$ cat config.mk
export PLATFORM = sky130hd
export DESIGN_NAME = fifo_reader_writer_lock
export DESIGN_NICKNAME = d
export VERILOG_FILES = /design/src/rtl/frwl_pkg.sv /design/src/rtl/fifo_reader_writer_lock.sv /design/src/rtl/frwl_datapath.sv /design/src/rtl/frwl_ctrl.sv
export SDC_FILE = /design/constraint.sdc
export NUM_CORES = 1
export LEC_CHECK = 0
export BUFFER_PORTS_ARGS = -buffer_cell sky130_fd_sc_hd__buf_2
export CAP_MARGIN = 20
export CORE_MARGIN = 3
export CORE_UTILIZATION = 55
export CTS_CLUSTER_DIAMETER = 80
export CTS_CLUSTER_SIZE = 16
export DETAILED_ROUTE_END_ITERATION = 16
export PLACE_DENSITY = 0.78
export SLEW_MARGIN = 20
export SYNTH_ARGS = -nofsm -noshare
export SYNTH_HDL_FRONTEND = slang
export SYNTH_SLANG_ARGS = --single-unit
$ cat constraint.sdc
create_clock -name clk -period 4.18 [get_ports clk]
set_input_delay 0.209 -clock clk [delete_from_list [all_inputs] [get_ports clk]]
set_output_delay 0.209 -clock clk [all_outputs]
set_load 0.005 [all_outputs]
$ cat src/rtl/frwl_pkg.sv
// Shared constants, codes and controller/datapath handshake types for the FIFO reader-writer lock.
package frwl_pkg;

  localparam int QUEUE_DEPTH = 16;
  localparam int PTR_W       = $clog2(QUEUE_DEPTH);
  localparam int CNT_W       = PTR_W + 1;
  localparam int ID_W        = 16;
  localparam int HOLD_W      = 8;
  localparam int STAT_W      = 3;
  localparam int MAX_HOLDERS = 255;
  localparam int MAX_GRANTS  = 16;

  localparam logic [STAT_W-1:0] STAT_ACQUIRED = 3'd0;
  localparam logic [STAT_W-1:0] STAT_QUEUED   = 3'd1;
  localparam logic [STAT_W-1:0] STAT_RELEASED = 3'd2;
  localparam logic [STAT_W-1:0] STAT_GRANTED  = 3'd3;
  localparam logic [STAT_W-1:0] STAT_FULL     = 3'd4;
  localparam logic [STAT_W-1:0] STAT_BADREL   = 3'd5;
  localparam logic [STAT_W-1:0] STAT_OVERFLOW = 3'd6;

  localparam logic REQ_ACQUIRE = 1'b0;
  localparam logic REQ_RELEASE = 1'b1;
  localparam logic MODE_WRITE  = 1'b0;
  localparam logic MODE_READ   = 1'b1;

  typedef enum logic [1:0] {
    CTL_IDLE,
    CTL_SCAN,
    CTL_GRANT
  } ctl_state_t;

  typedef struct packed {
    logic load_in;     // capture an input transfer into the request buffer
    logic step;        // resolve a single-result request
    logic start_scan;  // begin measuring the run of waiters to grant
    logic scan_adv;    // extend the run by one waiter
    logic commit;      // apply the run to the lock state
    logic emit;        // send one grant result
  } dp_cmd_t;

  typedef struct packed {
    logic walk;        // buffered request is a last release with waiters queued
    logic scan_stop;   // run of waiters is complete
    logic emit_last;   // current grant is the final one of the run
  } dp_stat_t;

endpackage

$ cat src/rtl/fifo_reader_writer_lock.sv
// Top level of the FIFO reader-writer lock: controller plus datapath.
//
// Input channel (in_valid / in_stall): one request per transfer, an acquire or
// a release with its access mode and requester id. A one-entry request buffer
// takes a transfer whenever it is empty, so a request can arrive while a
// result still waits at the output.
// Output channel (out_valid / out_stall): one or more results per request;
// last_result marks the final one. holder_count, lock_held and waiter_count
// always report the state after the whole request.
// A transferred request passes from the request buffer to the result register
// when the output is free. The request buffer takes no new transfer while it
// holds a request, so single-result requests are handed off one at a time.
// A last release with waiters first measures the run R of granted waiters (one
// waiter checked per cycle against the mode store), commits it, then gives one
// grant per cycle while the output is free; R is at most 16.
// A stalled output holds its result; the block then holds further work, and
// the request buffer stalls the input once full.
// Reset (rst, synchronous) empties the lock and the queue and drops buffered
// requests and pending results; the waiter store itself is not cleared.
module fifo_reader_writer_lock (
  input  logic                              clk,
  input  logic                              rst,
  input  logic                              in_valid,
  output logic                              in_stall,
  input  logic                              req_type,
  input  logic                              access_mode,
  input  logic [frwl_pkg::ID_W-1:0]         requester_id,
  output logic                              out_valid,
  input  logic                              out_stall,
  output logic [frwl_pkg::STAT_W-1:0]       status,
  output logic [frwl_pkg::ID_W-1:0]         granted_id,
  output logic                              granted_mode,
  output logic                              last_result,
  output logic [frwl_pkg::HOLD_W-1:0]       holder_count,
  output logic                              lock_held,
  output logic [frwl_pkg::CNT_W-1:0]        waiter_count
);

  frwl_pkg::dp_cmd_t  cmd;
  frwl_pkg::dp_stat_t stat;

  frwl_ctrl u_ctrl (
    .clk       (clk),
    .rst       (rst),
    .in_valid  (in_valid),
    .in_stall  (in_stall),
    .out_valid (out_valid),
    .out_stall (out_stall),
    .cmd       (cmd),
    .stat      (stat)
  );

  frwl_datapath u_datapath (
    .clk          (clk),
    .rst          (rst),
    .cmd          (cmd),
    .stat         (stat),
    .req_type     (req_type),
    .access_mode  (access_mode),
    .requester_id (requester_id),
    .status       (status),
    .granted_id   (granted_id),
    .granted_mode (granted_mode),
    .last_result  (last_result),
    .holder_count (holder_count),
    .lock_held    (lock_held),
    .waiter_count (waiter_count)
  );

endmodule

$ cat src/rtl/frwl_datapath.sv
// Datapath: request buffer, lock state, waiter queue, grant run counter and result register.
module frwl_datapath (
  input  logic                              clk,
  input  logic                              rst,
  input  frwl_pkg::dp_cmd_t                 cmd,
  output frwl_pkg::dp_stat_t                stat,
  input  logic                              req_type,
  input  logic                              access_mode,
  input  logic [frwl_pkg::ID_W-1:0]         requester_id,
  output logic [frwl_pkg::STAT_W-1:0]       status,
  output logic [frwl_pkg::ID_W-1:0]         granted_id,
  output logic                              granted_mode,
  output logic                              last_result,
  output logic [frwl_pkg::HOLD_W-1:0]       holder_count,
  output logic                              lock_held,
  output logic [frwl_pkg::CNT_W-1:0]        waiter_count
);

  localparam logic [frwl_pkg::HOLD_W-1:0] HOLD_ONE  = frwl_pkg::HOLD_W'(1);
  localparam logic [frwl_pkg::HOLD_W-1:0] HOLD_MAX  = frwl_pkg::HOLD_W'(frwl_pkg::MAX_HOLDERS);
  localparam logic [frwl_pkg::CNT_W-1:0]  FILL_ONE  = frwl_pkg::CNT_W'(1);
  localparam logic [frwl_pkg::CNT_W-1:0]  FILL_FULL = frwl_pkg::CNT_W'(frwl_pkg::QUEUE_DEPTH);
  localparam logic [frwl_pkg::CNT_W-1:0]  GRANT_MAX = frwl_pkg::CNT_W'(frwl_pkg::MAX_GRANTS);

  // request buffer
  logic                          req_r;
  logic                          mode_r;
  logic [frwl_pkg::ID_W-1:0]     id_r;

  // lock state
  logic [frwl_pkg::HOLD_W-1:0]   holders;
  logic                          held_mode;
  logic [frwl_pkg::PTR_W-1:0]    head;
  logic [frwl_pkg::PTR_W-1:0]    tail;
  logic [frwl_pkg::CNT_W-1:0]    fill;
  logic [frwl_pkg::ID_W-1:0]     waiter_ids   [frwl_pkg::QUEUE_DEPTH];
  logic                          waiter_modes [frwl_pkg::QUEUE_DEPTH];

  // grant run
  logic [frwl_pkg::CNT_W-1:0]    run_cnt;
  logic [frwl_pkg::PTR_W-1:0]    emit_ptr;
  logic                          first_mode;

  // single-result resolution
  logic [frwl_pkg::HOLD_W-1:0]   holders_next;
  logic                          held_mode_next;
  logic [frwl_pkg::CNT_W-1:0]    fill_next;
  logic                          enq;
  logic [frwl_pkg::STAT_W-1:0]   res_status;
  logic [frwl_pkg::ID_W-1:0]     res_id;
  logic                          res_mode;
  logic [frwl_pkg::PTR_W-1:0]    scan_idx;

  always_comb begin
    holders_next   = holders;
    held_mode_next = held_mode;
    fill_next      = fill;
    enq            = 1'b0;
    res_status     = frwl_pkg::STAT_BADREL;
    res_id         = '0;
    res_mode       = 1'b0;
    if (req_r == frwl_pkg::REQ_ACQUIRE) begin
      if (holders == '0) begin
        holders_next   = HOLD_ONE;
        held_mode_next = mode_r;
        res_status     = frwl_pkg::STAT_ACQUIRED;
        res_id         = id_r;
        res_mode       = mode_r;
      end else if (mode_r == frwl_pkg::MODE_READ && held_mode == frwl_pkg::MODE_READ &&
                   fill == '0) begin
        if (holders >= HOLD_MAX) begin
          res_status = frwl_pkg::STAT_OVERFLOW;
        end else begin
          holders_next = holders + HOLD_ONE;
          res_status   = frwl_pkg::STAT_ACQUIRED;
          res_id       = id_r;
          res_mode     = mode_r;
        end
      end else if (fill >= FILL_FULL) begin
        res_status = frwl_pkg::STAT_FULL;
      end else begin
        enq        = 1'b1;
        fill_next  = fill + FILL_ONE;
        res_status = frwl_pkg::STAT_QUEUED;
      end
    end else begin
      if (holders == '0 || mode_r != held_mode) begin
        res_status = frwl_pkg::STAT_BADREL;
      end else if (holders > HOLD_ONE) begin
        holders_next = holders - HOLD_ONE;
        res_status   = frwl_pkg::STAT_RELEASED;
      end else begin
        // last holder with an empty queue; the non-empty case walks instead
        holders_next   = '0;
        held_mode_next = 1'b0;
        res_status     = frwl_pkg::STAT_RELEASED;
      end
    end
  end

  assign scan_idx = head + run_cnt[frwl_pkg::PTR_W-1:0];

  assign stat.walk = (req_r == frwl_pkg::REQ_RELEASE) && (holders == HOLD_ONE) &&
                     (mode_r == held_mode) && (fill != '0);
  assign stat.scan_stop = (first_mode == frwl_pkg::MODE_WRITE) || (run_cnt == fill) ||
                          (run_cnt >= GRANT_MAX) ||
                          (frwl_pkg::HOLD_W'(run_cnt) >= HOLD_MAX) ||
                          (waiter_modes[scan_idx] != frwl_pkg::MODE_READ);
  assign stat.emit_last = (run_cnt == FILL_ONE);

  always_ff @(posedge clk) begin
    if (cmd.load_in) begin
      req_r  <= req_type;
      mode_r <= access_mode;
      id_r   <= requester_id;
    end
    if (cmd.step && enq) begin
      waiter_ids[tail]   <= id_r;
      waiter_modes[tail] <= mode_r;
    end
    if (cmd.start_scan) begin
      first_mode <= waiter_modes[head];
      emit_ptr   <= head;
      run_cnt    <= FILL_ONE;
    end else if (cmd.scan_adv) begin
      run_cnt <= run_cnt + FILL_ONE;
    end else if (cmd.emit) begin
      run_cnt  <= run_cnt - FILL_ONE;
      emit_ptr <= emit_ptr + frwl_pkg::PTR_W'(1);
    end
    // result register
    if (cmd.step) begin
      status       <= res_status;
      granted_id   <= res_id;
      granted_mode <= res_mode;
      last_result  <= 1'b1;
      holder_count <= holders_next;
      lock_held    <= (holders_next != '0);
      waiter_count <= fill_next;
    end else if (cmd.emit) begin
      status       <= frwl_pkg::STAT_GRANTED;
      granted_id   <= waiter_ids[emit_ptr];
      granted_mode <= first_mode;
      last_result  <= stat.emit_last;
      holder_count <= holders;
      lock_held    <= (holders != '0);
      waiter_count <= fill;
    end
  end

  always_ff @(posedge clk) begin
    if (rst) begin
      holders   <= '0;
      held_mode <= 1'b0;
      head      <= '0;
      tail      <= '0;
      fill      <= '0;
    end else if (cmd.step) begin
      holders   <= holders_next;
      held_mode <= held_mode_next;
      fill      <= fill_next;
      if (enq) begin
        tail <= tail + frwl_pkg::PTR_W'(1);
      end
    end else if (cmd.commit) begin
      // hand the lock to the whole run at once; grants are reported afterwards
      holders   <= frwl_pkg::HOLD_W'(run_cnt);
      held_mode <= first_mode;
      head      <= head + run_cnt[frwl_pkg::PTR_W-1:0];
      fill      <= fill - run_cnt;
    end
  end

endmodule

$ cat src/rtl/frwl_ctrl.sv
// Controller: request buffer and result valid flags, and the sequencing of grant runs.
module frwl_ctrl (
  input  logic               clk,
  input  logic               rst,
  input  logic               in_valid,
  output logic               in_stall,
  output logic               out_valid,
  input  logic               out_stall,
  output frwl_pkg::dp_cmd_t  cmd,
  input  frwl_pkg::dp_stat_t stat
);

  frwl_pkg::ctl_state_t state, state_next;
  logic                 buf_valid;
  logic                 out_free;
  logic                 load_out;

  assign in_stall = buf_valid;
  assign out_free = !out_valid || !out_stall;

  always_comb begin
    state_next = state;
    unique case (state)
      frwl_pkg::CTL_IDLE: begin
        if (buf_valid && out_free && stat.walk) begin
          state_next = frwl_pkg::CTL_SCAN;
        end
      end
      frwl_pkg::CTL_SCAN: begin
        if (stat.scan_stop) begin
          state_next = frwl_pkg::CTL_GRANT;
        end
      end
      frwl_pkg::CTL_GRANT: begin
        if (out_free && stat.emit_last) begin
          state_next = frwl_pkg::CTL_IDLE;
        end
      end
      default: state_next = frwl_pkg::CTL_IDLE;
    endcase
  end

  always_comb begin
    cmd         = '0;
    cmd.load_in = in_valid && !buf_valid;
    unique case (state)
      frwl_pkg::CTL_IDLE: begin
        if (buf_valid && out_free) begin
          cmd.step       = !stat.walk;
          cmd.start_scan = stat.walk;
        end
      end
      frwl_pkg::CTL_SCAN: begin
        cmd.scan_adv = !stat.scan_stop;
        cmd.commit   = stat.scan_stop;
      end
      frwl_pkg::CTL_GRANT: begin
        cmd.emit = out_free;
      end
      default: ;
    endcase
  end

  assign load_out = cmd.step || cmd.emit;

  always_ff @(posedge clk) begin
    if (rst) begin
      state     <= frwl_pkg::CTL_IDLE;
      buf_valid <= 1'b0;
      out_valid <= 1'b0;
    end else begin
      state <= state_next;
      // the request is consumed once resolved or once its run starts
      if (cmd.step || cmd.start_scan) begin
        buf_valid <= 1'b0;
      end else if (cmd.load_in) begin
        buf_valid <= 1'b1;
      end
      if (load_out) begin
        out_valid <= 1'b1;
      end else if (!out_stall) begin
        out_valid <= 1'b0;
      end
    end
  end

endmodule

==> results.md <==
- Post-Place Cells: 1,284
- Final slew viol count: 0
- FMAX: 0.3020 GHz
- Initial antenna violation count: 0
- Synth top area share: 64.88%
- Post-route DRC: 0
- CTS root buf: clkbuf_16
- Worst hold path depth: 3
- Finish-stage setup viols: 0
- Placeable core region: 0.02710 mm²
- Synthesized area: 0.01523 mm²
- First drt pass iteration count: 5
- Slowest cell on crit path: fa_1
- Top post-synthesis cells by count: edfxtp_1, mux4_2, nand2_1, nor2_1, dfxtp_1
- Syn Inst Count: 874
- Post-Route Setup TNS: 0 ns
- Register bit total from synthesis: 365
- Async set-reset flop share out of synthesis: 0%
- R2R depth: 8
- Final period util: 79.22%
- Power consumption: 7.245 mW
- Inserted Clock Buffers: 27
- Post-synthesis sequential area ratio: 69.61%
- Vias in the first global route: 8,415
- Share of cells above drive strength 1: 25.52%
- CTS Sinks: 365
- Required @ worst endpoint: 4.64 ns
- RR Endpoint: u_datapath.holders[0]
- Worst Path Arrival: 3.77 ns
- Max_cap viols: 0
- WL/cell: 24.89 µm
- Hold Startpoint: out_stall
- P&R area growth vs syn: 11.92%
- Post-synth EDFFs: 329
- WS Path Type: reg2reg
- Drt initial violations: 891
- Min-Delay Path Class: in2reg
- DP HPWL: 19,600 µm
- Most used DFF post-synth: edfxtp_1
- WHS: 0.07829 ns
- R2R Setup Slk: 0.87 ns
- Final Routed Wirelength: 33,350 µm
- CTS resizes: 0
- Yosys warning total: 0
- Slew margin rel.: 20.68%
- Reg clk slew, reported paths: 0.07 ns
- Crit path largest cell delay: 0.63 ns
- Pre-CTS WS: 0.8770 ns
- Die Ht: 172.4 µm
- Setup ws final: 0.8685 ns
- Post-Syn Area per Cell: 17.42 µm²
- Initial Utilization: 56.19%
- Min Tclk post-route: 3.311 ns
- Max Fanout on Critical Path: 13
- Crit. End Element: flop
- Clk Latency, worst-skew pair: 0.56 ns
- Antenna viol nets, final: 0
- Leading area contributor after synthesis: edfxtp_1
- Final Hold Vio Count: 0
- Total die area: 0.02972 mm²
- CTS max path bufs: 3
- CP Cell Sequence: ha_1, fa_1, mux4_1, mux2_2, or3_4, a31oi_2, a21oi_1, a211oi_1
- Netlist cell types: 66
- Fillers: 1,885
- Power Density: 425.1 mW/mm²
- Global-route wire length before repair: 51,210 µm
- Antenna Cells: 0
- Beginning of the critical path: u_datapath.head[0]
- Most frequent cell after synthesis: edfxtp_1
- Leak: 5.677 nW
- Maximum VDD drop: 0.3210 mV
- Largest net degree at the start of global routing: 65
- CP Launch Type: flop
- Worst-Margin Slew: 1.188 ns
- H-tree Lvls: 1
- Vias per cell: 6.252
- GRT Overall Usage: 23.02%
- GRT overflow: 0
- # IOs: 59
- Nets@finish: 1,006
- FP Rows: 60
- CTS tree: done
- Gpl congestion: 0.9213
- Outcome: finished clean
- Hold Path End: u_ctrl.out_valid
- Layout Skew: 0.02068 ns
- Area contributors post-synth: edfxtp_1, mux4_2, dfxtp_1
- Vias: 8,378
- R2R Path Start: u_datapath.head[0]
- RSZ-0062 raised after global routing: no
- Post-Layout Cell Count: 1,340
- Die X: 172.4 µm
- Net Count, Synth: 920
- Input/output buffers: 58
==> registers in the layout, summed over array words and instances (netlist names), 2 cells and up, named ones only <==
register and cells:
u_ctrl.state 2, u_datapath.waiter_ids 256, u_datapath.holders 8, u_datapath.tail 4, u_datapath.id_r 16, u_datapath.fill 5, u_datapath.emit_ptr 4, u_datapath.status 3
u_datapath.head 4, u_datapath.holder_count 8, u_datapath.granted_id 16, u_datapath.run_cnt 5, u_datapath.waiter_count 5, u_datapath.waiter_modes 16
==> worst max-delay path, delay by kind of cell (launching register included) <==
kind            cells  cell delay [ns]
flops               1             0.42
fa+ha+maj           2             0.89
compound gates      3             0.92
simple gates        1             0.35
mux                 2             0.63
==> final cells by class <==
type / count / area, µm² / area share (%)
multi-input combinational: 443 / 4409 / 25.87
tap: 372 / 465.4 / 2.731
clock buffer: 33 / 719.4 / 4.221
clock inverter: 4 / 65.06 / 0.3818
inverter: 16 / 60.06 / 0.3524
sequential: 365 / 10610 / 62.23
timing repair buffer: 107 / 718.2 / 4.214
==> cells in the final DEF, fill, tap and decap left out, types with 5 or more instances in the layout <==
| cell | count |
|---|---|
| buf_2 | 58 |
| nand3_1 | 19 |
| clkbuf_16 | 28 |
| nor2_2 | 14 |
| mux2_2 | 6 |
| dlygate4sd3_1 | 19 |
| a31oi_1 | 9 |
| xnor2_1 | 9 |
| nand2b_1 | 8 |
| xor2_1 | 5 |
| a21oi_1 | 25 |
| mux4_2 | 85 |
| inv_1 | 16 |
| mux2i_1 | 6 |
| dfxtp_1 | 34 |
| edfxtp_1 | 329 |
| or3_1 | 7 |
| o21ai_0 | 15 |
| ha_1 | 22 |
| buf_4 | 29 |
| nand2_1 | 54 |
| nor3_1 | 15 |
| a22o_1 | 17 |
| nor2_1 | 31 |
| nor2b_1 | 6 |
| clkbuf_1 | 5 |
==> metal layers <==
| metal | global-route usage, % | routed length, µm | up-vias |
|---|---|---|---|
| met5 | 0 | 0 | - |
| met3 | 3.086 | 2038 | 56 |
| met2 | 37.64 | 16460 | 351 |
| li1 | - | - | 3668 |
| met4 | 5.935 | 887 | 0 |
| met1 | 33.40 | 13970 | 4303 |
==> logic make-up after synthesis <==
kind of cell | count (synthesis) | share of synthesized area [%]
AO/OA/AOI/OAI | 107 | 5.078
XOR/XNOR | 14 | 0.8053
buffers and inverters | 66 | 1.808
flip-flops | 365 | 69.61
multiplexers | 101 | 14.10
AND/OR/NAND/NOR | 197 | 6.524
adder cells (fa/ha/maj) | 24 | 2.071
==> power by group <==
| group | total (mW) | internal, mW | switching [mW] |
|---|---|---|---|
| Combinational | 0.607 | 0.257 | 0.350 |
| Clock | 2.46 | 1.28 | 1.18 |
| Sequential | 4.18 | 4.07 | 0.113 |
==> timing repair <==
action                                 in CTS  in global routing
hold buffers                               19                  0
endpoints found under the hold margin      19                  0
setup endpoints to repair                   0                  0
setup buffers                               0                  0
==> per-stage QoR <==
step / utilization, % / instance area [µm²]
after floorplan: - / 15230
after global placement: 59.29 / 16070
after detailed placement: 59.29 / 16070
after CTS: 62.89 / 17040
after global routing: 62.89 / 17040
final: 62.89 / 17040
==> worst max path at each step <==
stage / to / slack [ns] / cells past startpoint
after floorplan: u_datapath.waiter_ids[3][0] / 0.73 / 8
after global placement: u_datapath.holders[0] / 0.99 / 8
after detailed placement: u_datapath.holders[0] / 0.88 / 8
after CTS: u_datapath.holders[0] / 0.85 / 8
after global routing: u_datapath.holders[0] / 0.67 / 8
final: u_datapath.holders[0] / 0.87 / 8
Note: power is estimated with default switching activity, not from simulation.
